File: src/design/dap_pkg.sv
`timescale 1ns / 1ps
// ----------------------------------------------------------------------------
// dap_pkg
// Shared types and constants for the deadline aware path selector.
// ----------------------------------------------------------------------------
package dap_pkg;

  localparam int MAX_PATHS = 16;
  localparam int POS_W     = $clog2(MAX_PATHS + 1);
  localparam int IDX_W     = 4;
  localparam int RTT_W     = 32;
  localparam int SCORE_W   = RTT_W + 1;
  localparam int TIME_W    = 64;
  localparam int MARGIN_W  = 20;
  localparam int APB_AW    = 3;
  localparam int APB_DW    = 32;

  localparam logic [MARGIN_W-1:0] MARGIN_RESET = MARGIN_W'(1000);

  localparam logic [1:0] KIND_DEFAULT  = 2'd0;
  localparam logic [1:0] KIND_FEASIBLE = 2'd1;
  localparam logic [1:0] KIND_FALLBACK = 2'd2;

  localparam logic [0:0] REG_DELAY_MARGIN = 1'b0;

  typedef struct packed {
    logic [RTT_W-1:0]  rtt_us;
    logic              demoted;
    logic [31:0]       in_flight_bytes;
    logic [31:0]       window_bytes;
    logic [TIME_W-1:0] now_us;
    logic [TIME_W-1:0] deadline_at_us;
    logic              deadline_on;
    logic              multipath_on;
    logic              last;
  } req_t;

  typedef struct packed {
    logic [IDX_W-1:0] chosen_path;
    logic [1:0]       selection_kind;
  } rsp_t;

  typedef struct packed {
    logic               feasible;
    logic [SCORE_W-1:0] score;
  } path_eval_t;

endpackage

File: src/design/dap_cfg.sv
`timescale 1ns / 1ps
// ----------------------------------------------------------------------------
// dap_cfg
// APB register file holding the delay margin.
// ----------------------------------------------------------------------------
module dap_cfg (
  input  logic                          clk,
  input  logic                          rst,
  input  logic                          psel,
  input  logic                          penable,
  input  logic                          pwrite,
  input  logic [dap_pkg::APB_AW-1:0]    paddr,
  input  logic [dap_pkg::APB_DW-1:0]    pwdata,
  output logic [dap_pkg::APB_DW-1:0]    prdata,
  output logic                          pready,
  output logic [dap_pkg::MARGIN_W-1:0]  delay_margin_us
);

  logic       reg_sel;
  logic [0:0] reg_index;

  assign reg_index = paddr[dap_pkg::APB_AW-1 -: 1];
  assign reg_sel   = (reg_index == dap_pkg::REG_DELAY_MARGIN);
  assign pready    = 1'b1;

  always_ff @(posedge clk) begin
    if (rst) begin
      delay_margin_us <= dap_pkg::MARGIN_RESET;
    end else if (psel && penable && pwrite && reg_sel) begin
      delay_margin_us <= pwdata[dap_pkg::MARGIN_W-1:0];
    end
  end

  always_comb begin
    prdata = '0;
    if (reg_sel) begin
      prdata = dap_pkg::APB_DW'(delay_margin_us);
    end
  end

endmodule

File: src/design/dap_eval.sv
`timescale 1ns / 1ps
// ----------------------------------------------------------------------------
// dap_eval
// Per-record feasibility test against the deadline and path score.
// ----------------------------------------------------------------------------
module dap_eval (
  input  dap_pkg::req_t                 item,
  input  logic [dap_pkg::MARGIN_W-1:0]  delay_margin_us,
  output dap_pkg::path_eval_t           result
);

  logic [dap_pkg::TIME_W:0]    left;
  logic [dap_pkg::SCORE_W-1:0] need;

  always_comb begin
    left = {1'b0, item.deadline_at_us} - {1'b0, item.now_us};
    need = dap_pkg::SCORE_W'(item.rtt_us >> 1) + dap_pkg::SCORE_W'(delay_margin_us);
    result.feasible = !item.demoted && !left[dap_pkg::TIME_W] &&
                      (dap_pkg::TIME_W'(need) < left[dap_pkg::TIME_W-1:0]);
    if (item.in_flight_bytes >= item.window_bytes) begin
      result.score = {item.rtt_us, 1'b0};
    end else begin
      result.score = {1'b0, item.rtt_us};
    end
  end

endmodule

File: src/design/dap_track.sv
`timescale 1ns / 1ps
// ----------------------------------------------------------------------------
// dap_track
// Running best and fallback tracking per request, and the result register.
// ----------------------------------------------------------------------------
module dap_track (
  input  logic                 clk,
  input  logic                 rst,
  input  logic                 item_valid,
  input  dap_pkg::req_t        item,
  input  dap_pkg::path_eval_t  eval,
  output logic                 advance,
  output logic                 rsp_valid,
  input  logic                 rsp_stall,
  output dap_pkg::rsp_t        rsp
);

  logic [dap_pkg::POS_W-1:0]   position, position_next;
  logic                        found_feasible, found_feasible_next;
  logic [dap_pkg::SCORE_W-1:0] low_score, low_score_next;
  logic [dap_pkg::IDX_W-1:0]   best_index, best_index_next;
  logic [dap_pkg::RTT_W-1:0]   fallback_rtt, fallback_rtt_next;
  logic [dap_pkg::IDX_W-1:0]   fallback_index, fallback_index_next;
  logic [dap_pkg::IDX_W-1:0]   idx;
  dap_pkg::rsp_t               rsp_next;

  assign advance = item_valid && (!item.last || !rsp_valid || !rsp_stall);
  assign idx     = dap_pkg::IDX_W'(position);

  always_comb begin
    position_next       = position;
    found_feasible_next = found_feasible;
    low_score_next      = low_score;
    best_index_next     = best_index;
    fallback_rtt_next   = fallback_rtt;
    fallback_index_next = fallback_index;
    if (position < dap_pkg::POS_W'(dap_pkg::MAX_PATHS)) begin
      if (eval.feasible && (eval.score < low_score)) begin
        low_score_next      = eval.score;
        best_index_next     = idx;
        found_feasible_next = 1'b1;
      end
      if (position == '0) begin
        fallback_rtt_next   = item.rtt_us;
        fallback_index_next = '0;
      end else if (!item.demoted && (item.rtt_us < fallback_rtt)) begin
        fallback_rtt_next   = item.rtt_us;
        fallback_index_next = idx;
      end
      position_next = position + 1'b1;
    end
    if (!item.deadline_on || !item.multipath_on) begin
      rsp_next.chosen_path    = '0;
      rsp_next.selection_kind = dap_pkg::KIND_DEFAULT;
    end else if (found_feasible_next) begin
      rsp_next.chosen_path    = best_index_next;
      rsp_next.selection_kind = dap_pkg::KIND_FEASIBLE;
    end else begin
      rsp_next.chosen_path    = fallback_index_next;
      rsp_next.selection_kind = dap_pkg::KIND_FALLBACK;
    end
  end

  always_ff @(posedge clk) begin
    if (rst) begin
      position       <= '0;
      found_feasible <= 1'b0;
      low_score      <= '1;
      best_index     <= '0;
      fallback_rtt   <= '0;
      fallback_index <= '0;
    end else if (advance) begin
      if (item.last) begin
        position       <= '0;
        found_feasible <= 1'b0;
        low_score      <= '1;
        best_index     <= '0;
        fallback_rtt   <= '0;
        fallback_index <= '0;
      end else begin
        position       <= position_next;
        found_feasible <= found_feasible_next;
        low_score      <= low_score_next;
        best_index     <= best_index_next;
        fallback_rtt   <= fallback_rtt_next;
        fallback_index <= fallback_index_next;
      end
    end
  end

  always_ff @(posedge clk) begin
    if (rst) begin
      rsp_valid <= 1'b0;
    end else if (advance && item.last) begin
      rsp_valid <= 1'b1;
    end else if (!rsp_stall) begin
      rsp_valid <= 1'b0;
    end
  end

  always_ff @(posedge clk) begin
    if (advance && item.last) begin
      rsp <= rsp_next;
    end
  end

  a_pos_bound: assert property (@(posedge clk) disable iff (rst)
    position <= dap_pkg::POS_W'(dap_pkg::MAX_PATHS))
    else $error("position beyond path limit");

  a_clear_after_last: assert property (@(posedge clk) disable iff (rst)
    (advance && item.last) |=> (position == '0 && !found_feasible))
    else $error("request state not cleared after last record");

  a_rsp_source: assert property (@(posedge clk) disable iff (rst)
    $rose(rsp_valid) |-> $past(advance && item.last))
    else $error("result without a last record");

  a_kind_legal: assert property (@(posedge clk) disable iff (rst)
    rsp_valid |-> (rsp.selection_kind == dap_pkg::KIND_DEFAULT ||
                   rsp.selection_kind == dap_pkg::KIND_FEASIBLE ||
                   rsp.selection_kind == dap_pkg::KIND_FALLBACK))
    else $error("illegal selection kind");

  a_best_idle: assert property (@(posedge clk) disable iff (rst)
    !found_feasible |-> (low_score == '1))
    else $error("low score set without a feasible path");

endmodule

File: src/design/deadline_aware_path_select.sv
`timescale 1ns / 1ps
// ----------------------------------------------------------------------------
// deadline_aware_path_select
// Picks a path for a request from a run of path records against a deadline.
// ----------------------------------------------------------------------------
// usage:
//   req channel (req_valid / req_stall / req) carries one path record per
//   request beat; req.last marks the final record of a request.
//   rsp channel (rsp_valid / rsp_stall / rsp) carries one result per request.
//   the APB port holds the delay margin at byte address 0.
// timing:
//   one record is taken every cycle while req_stall is low. a record is evaluated
//   while it sits in the input register and folded into the running best and fallback at the
//   next edge; the result is registered in the output register as the last record advances.
// reset:
//   rst clears the request tracking and sets the margin to 1000 us.
// stall:
//   a waiting result holds in the output register; records that are not last
//   keep flowing, and a last record waits in the input register until the
//   output register frees, stalling req only then.
// ----------------------------------------------------------------------------
module deadline_aware_path_select (
  input  logic                        clk,
  input  logic                        rst,
  input  logic                        req_valid,
  output logic                        req_stall,
  input  dap_pkg::req_t               req,
  output logic                        rsp_valid,
  input  logic                        rsp_stall,
  output dap_pkg::rsp_t               rsp,
  input  logic                        psel,
  input  logic                        penable,
  input  logic                        pwrite,
  input  logic [dap_pkg::APB_AW-1:0]  paddr,
  input  logic [dap_pkg::APB_DW-1:0]  pwdata,
  output logic [dap_pkg::APB_DW-1:0]  prdata,
  output logic                        pready
);

  logic                          item_valid;
  dap_pkg::req_t                 item;
  dap_pkg::path_eval_t           eval;
  logic                          advance;
  logic [dap_pkg::MARGIN_W-1:0]  delay_margin_us;

  assign req_stall = item_valid && !advance;

  always_ff @(posedge clk) begin
    if (rst) begin
      item_valid <= 1'b0;
    end else if (!req_stall) begin
      item_valid <= req_valid;
    end
  end

  always_ff @(posedge clk) begin
    if (req_valid && !req_stall) begin
      item <= req;
    end
  end

  dap_cfg u_cfg (
    .clk             (clk),
    .rst             (rst),
    .psel            (psel),
    .penable         (penable),
    .pwrite          (pwrite),
    .paddr           (paddr),
    .pwdata          (pwdata),
    .prdata          (prdata),
    .pready          (pready),
    .delay_margin_us (delay_margin_us)
  );

  dap_eval u_eval (
    .item            (item),
    .delay_margin_us (delay_margin_us),
    .result          (eval)
  );

  dap_track u_track (
    .clk        (clk),
    .rst        (rst),
    .item_valid (item_valid),
    .item       (item),
    .eval       (eval),
    .advance    (advance),
    .rsp_valid  (rsp_valid),
    .rsp_stall  (rsp_stall),
    .rsp        (rsp)
  );

endmodule

File: config.mk
export PLATFORM = sky130hd
export DESIGN_NAME = deadline_aware_path_select
export DESIGN_NICKNAME = d
export VERILOG_FILES = /design/src/design/dap_pkg.sv /design/src/design/dap_cfg.sv /design/src/design/dap_eval.sv /design/src/design/dap_track.sv /design/src/design/deadline_aware_path_select.sv
export SDC_FILE = /design/constraint.sdc
export NUM_CORES = 1
export LEC_CHECK = 0
export BUFFER_PORTS_ARGS = -buffer_cell sky130_fd_sc_hd__buf_2
export CORE_MARGIN = 2
export CORE_UTILIZATION = 40
export DETAILED_ROUTE_END_ITERATION = 12
export GPL_TIMING_DRIVEN = 0
export PLACE_DENSITY_LB_ADDON = 0.12
export SYNTH_ARGS = -nofsm -noshare
export SYNTH_HDL_FRONTEND = slang
export SYNTH_HIERARCHICAL = 1
export SYNTH_SLANG_ARGS = --single-unit
File: constraint.sdc
create_clock -name clk -period 17.1 [get_ports clk]
set_input_delay 0.855 -clock clk [delete_from_list [all_inputs] [get_ports clk]]
set_output_delay 0.855 -clock clk [all_outputs]
set_load 0.03 [all_outputs]
After elaboration in Yosys (flattened, before gate mapping)

Index checks and enable logic that the tools add are counted.

Add/subtract/negate cells: 3
$mul: 0
Div/mod/pow operators: 0
Magnitude comparators: 5
Equal/unequal tests: 1
Shifts and indexed selects: 0
Mux-type cells: 24
Bitwise gates (word level): 1
Reduce and logical (&&, ||, !) cells: 30

Operator list:

| operator            | count |
|---|---|
| $mux 33             | 4 |
| $mux 32             | 4 |
| $sub 64x64->65      | 1 |
| $lt 33x64->1        | 1 |
| $lt 33x33->1        | 1 |
| $add 31x20->32      | 1 |
| $ge 32x32->1        | 1 |
| $lt 32x32->1        | 1 |
| $mux 4              | 7 |
| $mux 20             | 1 |
| $logic_and 1x1->1   | 11 |
| $mux 5              | 2 |
| $logic_not 1->1     | 9 |
| $mux 6              | 1 |
| $reduce_and 3->1    | 2 |
| $add 5x1->5 const B | 1 |
| $logic_not 5->1     | 1 |
| $lt 5x5->1 const B  | 1 |
| $mux 1              | 5 |
| $reduce_bool 2->1   | 2 |
| $logic_or 1x1->1    | 3 |
| $reduce_bool 3->1   | 1 |
| $ne 2x1->1 const B  | 1 |
| $reduce_and 2->1    | 1 |
| $not 1->1           | 1 |

Bits in registers: 335
Bits in latches: 0
RAM bits: 0
Bits in read-only memories: 0
Input bits: 270
Output and inout bits: 41
Logic and storage cells: 84
Memories: 0

Depth between registers and ports, before layout

Word-level depth: 8
Gate-level depth with buffers: 36
Gate-level depth less buffers: 34

Modules after synthesis

The synthesis kept the hierarchy.

Modules (own cells, without submodules):

| module                     | times used | cells each | area each (um^2) | sequential area each (um^2) |
|---|---|---|---|---|
| dap_eval                   | 1          | 1,084      | 7,444.6          | 0.0 |
| deadline_aware_path_select | 1          | 232        | 6,896.6          | 6,866.6 |
| dap_track                  | 1          | 579        | 5,003.5          | 1,781.7 |
| dap_cfg                    | 1          | 125        | 1,134.8          | 400.4 |

Least setup slack after synthesis

Ideal clock, no wire load.

Path kind: input -> register
Start point: input port rsp_stall
End point: register item[0] (netlist name)
Library setup time: 0.846 ns
Arrival: 11.357 ns
Required time: 16.254 ns
Slack: 4.896 ns
Stages: 5
Path buffers: 0
Cells stage by stage: nand3_1 > nand2_1 > inv_1 > nor2b_4 > nor2b_1

Cells in the longest elaborated chain, start to end: 7

RTL lines:

| element           | line                             | source |
|---|---|---|
| from (decl)       | deadline_aware_path_select.sv:29 | `input logic rsp_stall,` |
| $logic_not 1->1   | dap_track.sv:27                  | `assign advance = item_valid && (!item.last \|\| !rsp_valid \|\| !rsp_stall);` |
| $logic_or 1x1->1  | dap_track.sv:27                  |  |
| $logic_and 1x1->1 | dap_track.sv:27                  |  |
| via advance       | deadline_aware_path_select.sv:43 | `logic advance;` |
| $logic_not 1->1   | deadline_aware_path_select.sv:46 | `assign req_stall = item_valid && !advance;` |
| $logic_and 1x1->1 | deadline_aware_path_select.sv:46 |  |
| via req_stall     | deadline_aware_path_select.sv:26 | `output logic req_stall,` |
| $logic_not 1->1   | deadline_aware_path_select.sv:57 | `if (req_valid && !req_stall) begin` |
| $logic_and 1x1->1 | deadline_aware_path_select.sv:57 |  |

The timed path passes the listed nets, and every way through them passes these cells.
A chain may end at the register's enable or synchronous reset.

==> results_dict.tcl <==
set metrics [dict create \
    run_status "finished clean" \
    row_count 82 \
    coreArea_um2 50380 \
    peakVddDrop_v 0.00006878 \
    clockBufferDepth 3 \
    pin_count 311 \
    grt_pass1_vias 16090 \
    drive_above_1_share 0.1872 \
    die-area_um2 53020 \
    yosysTopAreaCellShare 0.3431 \
    rsz0062_at_grt "no" \
    startpoint_type "flop" \
    seqCellArea_um2 9049 \
    port_buffers 283 \
    grt_use_met3 0.04018 \
    fillers 4775 \
    grt_max_degree 37 \
    cellPowerDensity_nw_per_um2 92.44 \
    skew_ns 0.02173 \
    drcViolationCount 0 \
    netlist_top_cells_count "234 x edfxtp_1, 212 x ha_1, 202 x inv_1, 167 x a21oi_1, 117 x nand2_1" \
    syn_inst 2020 \
    place_congestion 0.8757 \
    ys_warn_count 6 \
    h-tree-depth 2 \
    synth_top_cell_by_area "edfxtp_1" \
    postCtsHoldBufs 0 \
    syn_area_um2 20480 \
    synth_seq_cells 335 \
    wire_per_inst_um 17.53 \
    initial_utilization 0.4065 \
    synth-main-ff-cell "edfxtp_1" \
    synth_area_leaders "edfxtp_1 34%, ha_1 13%, dfxtp_1 9.9%" \
    grt_pass1_wl_mm 85.24 \
    crit_fanout 10 \
    wl_mm 53.88 \
    maxCapViolCount 0 \
    avgSynthCellArea_um2 10.14 \
    crit_path_end_kind "flop" \
    crit_slowest_cell "or4_1" \
    cp_top_family "compound AO/OA/AOI/OAI gates" \
    num-nets-final 2848 \
    setup_tns_ns 0 \
    setup_viol 0 \
    worstSkewPairLatency_ns 0.55 \
    hold_viol 0 \
    slowest_delay_ns 0.56 \
    slew_viol_final 0 \
    grtUsageTotal 0.2016 \
    arrival_ns 8.95 \
    cts_made_buffers 40 \
    seq_area_frac_synth 0.4418 \
    top_usage_layer "met2" \
    async_flop_share 0 \
    met1_usage 0.2639 \
    die_w_um 230.3 \
    ctsResizeCount 0 \
    root_buffer "clkbuf_16" \
    post_cts_buffers 0 \
    post-route-util 0.4818 \
    dr_total_vias 16220 \
    finalPower_mw 2.244 \
    die_h_um 230.3 \
    critPathRequiredTime_ns 17.59 \
    cp.buffers_inverters 1 \
    synth.most_common_cell "edfxtp_1" \
    yosysUniqueCellTypes 97 \
    grt_overflow_total 0 \
    max_freq_mhz 118.2 \
    final_antenna_net_count 0 \
    worst_pin_slew_ns 0.8642 \
    hp-class "in -> reg" \
    firstDrtPassIters 5 \
    synth-edff-count 234 \
    drt_iter0_drc 859 \
    viasPerCell 5.276 \
    crit_type "reg -> reg" \
    multiInputGateArea_um2 10180 \
    grt_antenna_before_repair 14 \
    cts.clk_slew.worst_paths_ns 0.06 \
    maxSlewHeadroom 0.4189 \
    dp_hpwl_mm 42.19 \
    fin_crit_ns 8.460 \
    leakage_nw 10.47 \
    area_growth_pct 18.52 \
    cts_tree "yes" \
    period_share 0.4948 \
    grt.met2_usage 0.3370 \
    cts_sinks 335 \
]
power by group:
group / total [mW] / internal, mW / switching [mW] / leakage, nW
Sequential: 0.940 / 0.917 / 0.0238 / 3.07
Clock: 0.839 / 0.498 / 0.341 / 0.625
Combinational: 0.465 / 0.191 / 0.274 / 6.77
Total: 2.24 / 1.61 / 0.639 / 10.5
metal layers:
layer / wire (um) / share of wire / vias to the layer above
li1: - / - / 8085
met1: 23940 / 0.44 / 7635
met2: 25590 / 0.48 / 403
met3: 2982 / 0.055 / 84
met4: 1295 / 0.024 / 10
met5: 60 / 0.0011 / -
worst paths after layout:
path | startpoint | endpoint | slack, ns | cells after the start
worst max register to register | item[198] | u_track/low_score[11] | 8.64 | 33
worst min-delay path | req[89] | item[89] | 0.47 | 1
worst min register to register | u_track/fallback_rtt[3] | u_track/fallback_rtt[3] | 0.47 | 2
worst max-delay path | item[198] | u_track/low_score[11] | 8.64 | 33
cells in the final DEF, fill, tap and decap left out, drive strengths merged, types with 38 or more instances in the layout:
master,Yosys,final
a21o,54,54
a21oi,173,173
buf,49,340
clkbuf,48,99
dfxtp,101,101
edfxtp,234,234
ha,212,212
inv,202,202
nand2,119,119
nand2b,48,48
nand4,68,68
nor2,95,95
nor2b,38,38
o21ai,128,128
state kept, by name (all words and copies together), names as in the netlist, 4 cells and up:
name,cells
u_track/position,5
u_track/fallback_index,4
u_track/fallback_rtt,32
u_track/low_score,33
item,228
u_track/best_index,4
u_cfg/delay_margin_us,20
u_track/rsp,6
layout make-up:
cell class / count / area share
Multi-Input combinational cell: 1397 / 0.4192
Sequential cell: 335 / 0.3728
Timing Repair Buffer: 291 / 0.06588
Clock buffer: 51 / 0.04511
Tap cell: 672 / 0.03464
Inverter: 202 / 0.03124
Buffer: 97 / 0.02248
Clock inverter: 20 / 0.007681
Antenna cell: 9 / 0.0009279
per-stage QoR:
| stage | hold slack, ns | cell area (um2) | setup slack [ns] | std cells |
|---|---|---|---|---|
| final | 0.4655 | 24270 | 8.640 | 3074 |
| after global routing | 0.4401 | 24260 | 7.968 | 3069 |
| after CTS | 0.4326 | 24250 | 8.620 | 3065 |
| after detailed placement | 0.4643 | 22970 | 8.652 | 2994 |
| after global placement | 0.4536 | 22780 | 0.007613 | 2986 |
| after floorplan | 0.4447 | 20520 | 4.896 | 2031 |
kinds of logic (layout without fill, tap and decap cells):
| family | Yosys count | in the layout | synth area share |
|---|---|---|---|
| adders and majority gates | 214 | 214 | 0.1315 |
| and+or+nand+nor | 493 | 493 | 0.1245 |
| other | 2 | 22 | 0.0003667 |
| DFF | 335 | 335 | 0.4418 |
| buffers and inverters | 299 | 661 | 0.06366 |
| xor gates and xnor gates | 68 | 68 | 0.02908 |
| AOI/OAI and AO/OA | 550 | 550 | 0.1782 |
| muxes | 59 | 59 | 0.03091 |
Note: power is estimated with default switching activity, not from simulation.
